### config.mk
export PLATFORM = sky130hd
export DESIGN_NAME = b5u_emit
export DESIGN_NICKNAME = d
export VERILOG_FILES = /design/src/b5u_pkg.sv /design/src/b5u_emit.sv
export SDC_FILE = /design/constraint.sdc
export NUM_CORES = 1
export LEC_CHECK = 0
export ABC_CLOCK_PERIOD_IN_PS = 5050
export BUFFER_PORTS_ARGS = -buffer_cell sky130_fd_sc_hd__buf_2
export CAP_MARGIN = 20
export CORE_MARGIN = 5
export CORE_UTILIZATION = 51
export DETAILED_ROUTE_END_ITERATION = 7
export GPL_TIMING_DRIVEN = 0
export PLACE_DENSITY = 0.94
export SETUP_SLACK_MARGIN = 0.02
export SLEW_MARGIN = 20
export SYNTH_ARGS = -nofsm -noshare
export SYNTH_HDL_FRONTEND = slang
export SYNTH_SLANG_ARGS = --single-unit
### constraint.sdc
create_clock -name clk -period 5.05 [get_ports clk]
set_clock_uncertainty 0.05 [all_clocks]
set_input_delay 0.7575 -clock clk [delete_from_list [all_inputs] [get_ports clk]]
set_output_delay 0.7575 -clock clk [all_outputs]
set_load 0.005 [all_outputs]
### src/b5u_pkg.sv
// Shared types and constants for the Big5 / UTF-16 table codec.
`timescale 1ns / 1ps

package b5u_pkg;

  localparam int unsigned BIG5_CODES_DEF = 32768;
  localparam int unsigned UNICODE_UNITS  = 65536;
  localparam int unsigned UNIT_W         = 16;
  localparam int unsigned REV_AW         = $clog2(UNICODE_UNITS);

  localparam logic [15:0] REV_INVALID = 16'hFFFF;
  localparam logic [15:0] SPACE_UNIT  = 16'h0020;
  localparam logic [15:0] ASCII_MAX   = 16'h007F;
  localparam logic [15:0] HI_SUR_MIN  = 16'hD800;
  localparam logic [15:0] HI_SUR_MAX  = 16'hDBFF;
  localparam logic [15:0] LO_SUR_MIN  = 16'hDC00;
  localparam logic [15:0] LO_SUR_MAX  = 16'hDFFF;

  typedef enum logic [1:0] {
    ACT_LOAD   = 2'd0,
    ACT_DECODE = 2'd1,
    ACT_ENCODE = 2'd2,
    ACT_NONE   = 2'd3
  } action_t;

  // Leading part of an encode run, produced by a previously held high surrogate.
  typedef enum logic [1:0] {
    PA_NONE   = 2'd0,
    PA_SPACES = 2'd1,
    PA_LOOKUP = 2'd2
  } pair_kind_t;

  // Part of a run produced by the current byte or unit.
  typedef enum logic [2:0] {
    CK_NONE  = 3'd0,
    CK_LIT   = 3'd1,
    CK_SPACE = 3'd2,
    CK_REV   = 3'd3,
    CK_FWD   = 3'd4
  } cur_kind_t;

  typedef struct packed {
    pair_kind_t  pair;
    cur_kind_t   cur;
    logic [15:0] lit;
    logic        fwd_in_range;
  } run_desc_t;

  typedef struct packed {
    logic rd_en;
    logic fwd_we;
    logic rev_we;
  } tbl_ctl_t;

  typedef struct packed {
    logic [15:0] value;
    logic        valid;
  } result_t;

endpackage

### src/b5u_emit.sv
// Result sequencer: expands one run descriptor into its items and drives the output register.
`timescale 1ns / 1ps

module b5u_emit
  import b5u_pkg::*;
(
  input  logic              clk,
  input  logic              rst_n,
  input  logic              load,
  input  run_desc_t         desc,
  input  logic [UNIT_W:0]   fwd_rdata,
  input  logic [UNIT_W-1:0] rev_rdata_a,
  input  logic [UNIT_W-1:0] rev_rdata_b,
  output logic              can_take,
  output logic              out_tvalid,
  input  logic              out_tready,
  output logic [15:0]       out_tdata,   // out_value
  output logic [0:0]        out_tuser,   // out_valid
  output logic              out_tlast
);

  run_desc_t   desc_r;
  logic        run_valid_r, run_valid_nxt;
  logic [1:0]  idx_r, idx_nxt;

  logic        out_tvalid_r, out_tvalid_nxt;
  result_t     out_res_r;
  logic        out_last_r;

  result_t     a0, a1, c0, c1;
  result_t     slot [4];
  logic [1:0]  n_a, n_c;
  logic [2:0]  n_tot;
  logic        fwd_hit;
  logic        out_load, emit, is_last;

  // Turn a reverse entry into its two Big5 bytes, or two spaces on a miss.
  function automatic result_t rev_hi(input logic [15:0] code);
    result_t r;
    r.value = (code == REV_INVALID) ? SPACE_UNIT : {8'h00, code[15:8]};
    r.valid = (code != REV_INVALID);
    return r;
  endfunction

  function automatic result_t rev_lo(input logic [15:0] code);
    result_t r;
    r.value = (code == REV_INVALID) ? SPACE_UNIT : {8'h00, code[7:0]};
    r.valid = (code != REV_INVALID);
    return r;
  endfunction

  assign fwd_hit = desc_r.fwd_in_range && fwd_rdata[UNIT_W];

  always_comb begin
    a0  = '{value: SPACE_UNIT, valid: 1'b0};
    a1  = '{value: SPACE_UNIT, valid: 1'b0};
    n_a = 2'd0;
    case (desc_r.pair)
      PA_SPACES: n_a = 2'd2;
      PA_LOOKUP: begin
        n_a = 2'd2;
        a0  = rev_hi(rev_rdata_a);
        a1  = rev_lo(rev_rdata_a);
      end
      default: n_a = 2'd0;
    endcase

    c0  = '{value: SPACE_UNIT, valid: 1'b0};
    c1  = '{value: SPACE_UNIT, valid: 1'b0};
    n_c = 2'd0;
    case (desc_r.cur)
      CK_LIT: begin
        n_c = 2'd1;
        c0  = '{value: desc_r.lit, valid: 1'b1};
      end
      CK_SPACE: n_c = 2'd1;
      CK_REV: begin
        n_c = 2'd2;
        c0  = rev_hi(rev_rdata_b);
        c1  = rev_lo(rev_rdata_b);
      end
      CK_FWD: begin
        if (fwd_hit) begin
          n_c = 2'd1;
          c0  = '{value: fwd_rdata[UNIT_W-1:0], valid: 1'b1};
        end else begin
          n_c = 2'd2;
        end
      end
      default: n_c = 2'd0;
    endcase

    n_tot = {1'b0, n_a} + {1'b0, n_c};

    if (n_a != 2'd0) begin
      slot[0] = a0;
      slot[1] = a1;
      slot[2] = c0;
      slot[3] = c1;
    end else begin
      slot[0] = c0;
      slot[1] = c1;
      slot[2] = c0;
      slot[3] = c1;
    end
  end

  assign out_load = !out_tvalid_r || out_tready;
  assign emit     = run_valid_r && out_load;
  assign is_last  = ({1'b0, idx_r} + 3'd1) == n_tot;
  assign can_take = !run_valid_r || (emit && is_last);

  always_comb begin
    run_valid_nxt = run_valid_r;
    idx_nxt       = idx_r;
    if (emit) begin
      idx_nxt = idx_r + 1'b1;
      if (is_last) begin
        run_valid_nxt = 1'b0;
      end
    end
    if (load) begin
      run_valid_nxt = 1'b1;
      idx_nxt       = '0;
    end
    out_tvalid_nxt = out_load ? run_valid_r : out_tvalid_r;
  end

  always_ff @(posedge clk) begin
    if (!rst_n) begin
      run_valid_r  <= 1'b0;
      idx_r        <= '0;
      out_tvalid_r <= 1'b0;
    end else begin
      run_valid_r  <= run_valid_nxt;
      idx_r        <= idx_nxt;
      out_tvalid_r <= out_tvalid_nxt;
    end
  end

  always_ff @(posedge clk) begin
    if (load) begin
      desc_r <= desc;
    end
    if (out_load) begin
      out_res_r  <= slot[idx_r];
      out_last_r <= is_last;
    end
  end

  assign out_tvalid = out_tvalid_r;
  assign out_tdata  = out_res_r.value;
  assign out_tuser  = out_res_r.valid;
  assign out_tlast  = out_last_r;

endmodule

======== Yosys cells after proc, flatten, opt, wreduce, memory -nomap -nowiden ========
Index checks and enable logic that the tools add are counted.
cells by class
  shift-type cells ........................ 0
  add/sub/neg operators ................... 3
  divide/modulo/power cells ............... 0
  reduce and logical (&&, ||, !) cells .... 14
  equality and inequality tests ........... 11
  mux-type cells .......................... 19
  bitwise logic cells ..................... 2
  $mul .................................... 0
  order comparisons ....................... 1
operator list
  cell                                            count
  2-to-1 mux 68 bit                               1
  2-to-1 mux 17 bit                               3
  case mux 17 bit (3 select lines)                1
  binary-select mux 17 bit (select 2 bit)         1
  == test 16 bit (second input constant)          2
  2-to-1 mux 8 bit                                4
  inequality test 16 bit (second input constant)  2
  2-to-1 mux 9 bit                                3
  == test 3 x 2 -> 1 bit (second input constant)  2
  case mux 2 bit (3 select lines)                 1
  nonzero test 2 bit                              3
  OR reduction 2 bit                              3
  2-to-1 mux 2 bit                                2
  adder 2 x 1 -> 3 bit (second input constant)    1
  adder 2 x 2 -> 3 bit                            1
  == test 3 x 1 -> 1 bit (second input constant)  1
  == test 3 bit                                   1
  == test 3 bit (second input constant)           1
  >= comparator 3 bit (second input constant)     1
  logical AND 1 bit                               3
  2-to-1 mux 1 bit                                3
  inverter 2 -> 3 bit                             1
  adder 2 x 1 -> 2 bit (second input constant)    1
  == test 2 x 1 -> 1 bit (second input constant)  1
  other kinds (5)                                 7
storage, ports and cells
  logic and storage cells ................. 60
  register bits after elaboration ......... 44
  memories ................................ 0
  RAM bits ................................ 0
  bits in latches ......................... 0
  ROM bits ................................ 0

======== Depth between registers and ports, before layout ========
  word-level depth ........................ 8
  mapped depth ............................ 10

======== Worst setup path after synthesis ========
No wires, ideal clock.
  kind .................................... in2out
  start ................................... input port fwd_rdata[16]
  end ..................................... output port can_take
  stages on the path ...................... 9
  buffers on the path ..................... 1
  setup slack ............................. 2.125 ns
  arrival time ............................ 2.117 ns
  cells stage by stage .................... and2_0 > buf_2 > nand2b_1 > nand2_1 > ha_1 > xnor2_1 > nand3_1 > mux2i_1 > a21bo_1
on the way
  cells in the longest elaborated chain, start to end .. 7
ends and longest elaborated chain
  element                          RTL line         source
  from (decl)                      b5u_emit.sv:11   input logic [UNIT_W:0] fwd_rdata,
  logical AND 1 bit                b5u_emit.sv:52   assign fwd_hit = desc_r.fwd_in_range && fwd_rdata[UNIT_W];
  2-to-1 mux 2 bit                 b5u_emit.sv:83   if (fwd_hit) begin
  case mux 2 bit (3 select lines)  b5u_emit.sv:71   case (desc_r.cur)
  adder 2 x 2 -> 3 bit             b5u_emit.sv:93   n_tot = {1'b0, n_a} + {1'b0, n_c};
  == test 3 bit                    b5u_emit.sv:110  assign is_last = ({1'b0, idx_r} + 3'd1) == n_tot;
  named net is_last                b5u_emit.sv:35   logic out_load, emit, is_last;
  logical AND 1 bit                b5u_emit.sv:111  assign can_take = !run_valid_r || (emit && is_last);
  logical OR 1 bit                 b5u_emit.sv:111
  to (decl)                        b5u_emit.sv:14   output logic can_take,
The timed path passes the listed nets, and every way through them passes these cells.

======== Worst setup path in the final report ========
  start ................................... register desc_r[18] in the netlist's numbering
  end ..................................... output port can_take
on the way
  cells in the longest elaborated chain, start to end .. 7
  elaborated cells between the ends (all ways) .. 10
ends and longest elaborated chain
  element                                                           RTL line         source
  from (decl)                                                       b5u_emit.sv:22   run_desc_t desc_r;
  from (signal assigned)                                            b5u_emit.sv:143  desc_r <= desc;
  == test 3 x 2 -> 1 bit or == test 3 x 1 -> 1 bit (tied branches)  b5u_emit.sv:71
  OR reduction 2 bit (no line)                                      --
  case mux 2 bit (3 select lines) (*)                               b5u_emit.sv:71
  adder 2 x 2 -> 3 bit (*)                                          b5u_emit.sv:93
  == test 3 bit (*)                                                 b5u_emit.sv:110
  named net is_last                                                 b5u_emit.sv:35
  logical AND 1 bit (*)                                             b5u_emit.sv:111
  logical OR 1 bit (*)                                              b5u_emit.sv:111
Mark *: on every way through the listed nets, which the timed path passes. The rest lies on a longest branch.

==> results.sh <==
export IMPL_status="complete, no violations"
export IMPL_cp_startpoint="desc_r[18]"
export IMPL_endpoint_kind="output pin"
export IMPL_cts_root_buf="clkbuf_8"
export IMPL_core_area_mm2=0.004086
export IMPL_p_leak_nw=1.198
export IMPL_routed_via_count=1770
export IMPL_cts_sinks=44
export IMPL_antennaDiodeCount=0
export IMPL_slew_headroom=0.4932
export IMPL_clkTransAtPathRegs_ns=0.08
export IMPL_drive_gt1_frac=0.4925
export IMPL_min_period_ns=3.474
export IMPL_maxCapViolations=0
export IMPL_hp_start="run_valid_r"
export IMPL_fp_dieW_um=75.54
export IMPL_r2r_start="desc_r[18]"
export IMPL_critical_path_peak_fanout=10
export IMPL_wirelength_um=5314
export IMPL_peakVddDrop_mv=0.2157
export IMPL_critical_path_top_delay_family="simple AND/OR/NAND/NOR gates"
export IMPL_cp_common_cell="buf_2"
export IMPL_drtIter0Drc=80
export IMPL_holdWs_ns=0.4900
export IMPL_setup_viol=0
export IMPL_dr_pass1_iters=4
export IMPL_synth_area_mm2=0.002191
export IMPL_slew_viol_final=0
export IMPL_final_cell_mix="buf_2 (99), edfxtp_1 (40), nor2_1 (20)"
export IMPL_ys_warn_count=0
export IMPL_viasPerCell=5.601
export IMPL_place_gp_congestion=0.8530
export IMPL_synthToLayoutAreaGrowth_pct=29.24
export IMPL_worstSetupPathType="flop to output pin"
export IMPL_synth_area_per_cell_um2=13.36
export IMPL_hold_buffers=0
export IMPL_hold_depth=2
export IMPL_ctsResizeCount=0
export IMPL_cts_tree="yes"
export IMPL_crit_arrival_ns=2.67
export IMPL_antenna_found_initial=0
export IMPL_synth_cells=164
export IMPL_io_pins=95
export IMPL_rsz0062_at_grt="false"
export IMPL_io_buffers=94
export IMPL_r2r_slack_ns=2.65
export IMPL_start_kind="flop"
export IMPL_die_area_mm2=0.005706
export IMPL_grt_pass1_wl_um=8066
export IMPL_ant_nets=0
export IMPL_initial_core_util=0.5361
export IMPL_cp_num_buf_inv=3
export IMPL_grt_max_degree=26
export IMPL_die_h_um=75.54
export IMPL_drc=0
export IMPL_post_route_util=0.6929
export IMPL_crit_required_ns=4.24
export IMPL_slowest_stage="edfxtp_1"
export IMPL_hp_class="flop to flop"
export IMPL_max_freq_ghz=0.2879
export IMPL_ys_seq_elements=44
export IMPL_rows=23
export IMPL_min_to="idx_r[1]"
export IMPL_grt_overflow=0
export IMPL_worst_slew_pin_slew_ns=0.7594
export IMPL_fin_setup_tns_ns=0
export IMPL_crit_reg2reg_capture="run_valid_r"
export IMPL_p_per_area_mw_per_mm2=298.3
export IMPL_cp_slowest_stage_delay_ns=0.37
export IMPL_wl_per_cell_um=16.82
export IMPL_numCtsBuffers=5
export IMPL_period_share=0.6878
export IMPL_worstPathCellList="buf_2, nor3b_4, buf_4, nand2b_1, nand2_1, ha_1, xnor2_1, nand3_1, mux2i_1, a21bo_1, buf_2"
export IMPL_htreeDepth=2
export IMPL_globalRouteTotalUtil=0.1958
export IMPL_clock_latency_ns=0.29
export IMPL_fin_nets=343
export IMPL_synth_distinct_cells=41
export IMPL_synth_seq_area_share=0.5848
export IMPL_hold_violations=0
export IMPL_dp_hpwl_um=4318
export IMPL_final_common_cell="buf_2"
export IMPL_syn_nets=242
export IMPL_post_cts_setup_buffer_count=0
export IMPL_grt_pass1_vias=1771
export IMPL_r2r_cells=10
export IMPL_clockBufferDepth=2
area by class of cell:
type,count,area [um2]
clock buffers,6,72.57
multi-input cells,108,843.3
repair buffers,94,470.5
clock inverters,2,35.03
plain buffers,8,51.30
well taps,50,62.56
inverters,4,15.01
fillers,318,1255
flip-flops and latches,44,1281
state kept, by name, indices dropped and copies added (netlist names):
register,count
idx_r,2
desc_r,22
out_tvalid,1
out_tlast,1
run_valid_r,1
out_tuser,1
out_tdata,16
cell usage after synthesis:
library cell	n	area, um2
edfxtp_1	40	1201
nor2_1	20	75.07
a22oi_1	9	67.56
nand4_1	8	50.05
a221o_1	7	70.07
a32oi_1	7	61.31
mux2_2	7	78.83
a22o_2	6	60.06
buf_2	5	25.02
nand2_1	5	18.77
dfxtp_1	4	80.08
inv_1	4	15.01
xnor2_1	4	35.03
ha_1	3	37.54
nand2b_1	3	18.77
nand3_1	3	15.01
a21oi_1	2	10.01
buf_4	2	15.01
mux2i_1	2	20.02
nor4_1	2	12.51
a21bo_1	1	10.01
a21oi_2	1	8.760
a221oi_1	1	8.760
a22o_1	1	8.760
a32o_1	1	10.01
and2_0	1	6.260
and2_1	1	6.260
and2b_4	1	10.01
buf_6	1	11.26
nor2b_1	1	6.260
nor3_2	1	10.01
nor3b_2	1	12.51
nor3b_4	1	18.77
nor4_2	1	12.51
o21a_1	1	7.510
o21a_4	1	15.01
o21ai_0	1	5.000
o221ai_4	1	26.28
o22a_1	1	8.760
o22ai_2	1	12.51
o2bb2ai_1	1	8.760
cells by family (layout without fill, tap and decap cells):
group	Yosys count	count (layout)	synth area share
adder cells (fa/ha/maj)	3	3	0.01713
AO/OA/AOI/OAI	43	43	0.1822
flip-flops	44	44	0.5848
AND/OR/NAND/NOR	49	49	0.1245
buffers and inverters	12	114	0.03026
XOR/XNOR	4	4	0.01599
multiplexers	9	9	0.04512
power by group:
group / leakage, nW / total [mW] / internal (mW) / switching [mW]
Combinational: 0.687 / 0.145 / 0.0729 / 0.0725
Clock: 0.0552 / 0.257 / 0.147 / 0.111
Sequential: 0.456 / 0.442 / 0.431 / 0.0102
worst max path at each step:
| stage | end | slack, ns | depth (start not counted) |
|---|---|---|---|
| after floorplan | can_take | 2.13 | 9 |
| after global placement | can_take | 1.75 | 11 |
| after detailed placement | can_take | 1.70 | 11 |
| after CTS | can_take | 1.57 | 11 |
| after global routing | can_take | 1.40 | 11 |
| final | can_take | 1.58 | 11 |
metal layers:
layer / GRT usage / vias up / part of all wire
li1: - / 862 / -
met1: 0.2333 / 817 / 0.40
met2: 0.3298 / 83 / 0.49
met3: 0.05805 / 8 / 0.088
met4: 0.08350 / 0 / 0.019
met5: 0 / - / 0
tightest hold or removal path, stage by stage (launching register included):
cell,delay (ns)
dfxtp_1,0.35
nand3_1,0.08
a21oi_1,0.06
through the flow:
step / setup slack, ns / area, um2 / power [mW] / cells
after floorplan: 2.125 / 2191 / 0.5276 / 164
after global placement: 1.754 / 2724 / 0.5894 / 308
after detailed placement: 1.699 / 2724 / 0.5962 / 308
after CTS: 1.575 / 2831 / 0.8506 / 316
after global routing: 1.401 / 2831 / 0.8900 / 316
final: 1.576 / 2831 / 0.8445 / 316
Note: power is estimated with default switching activity, not from simulation.
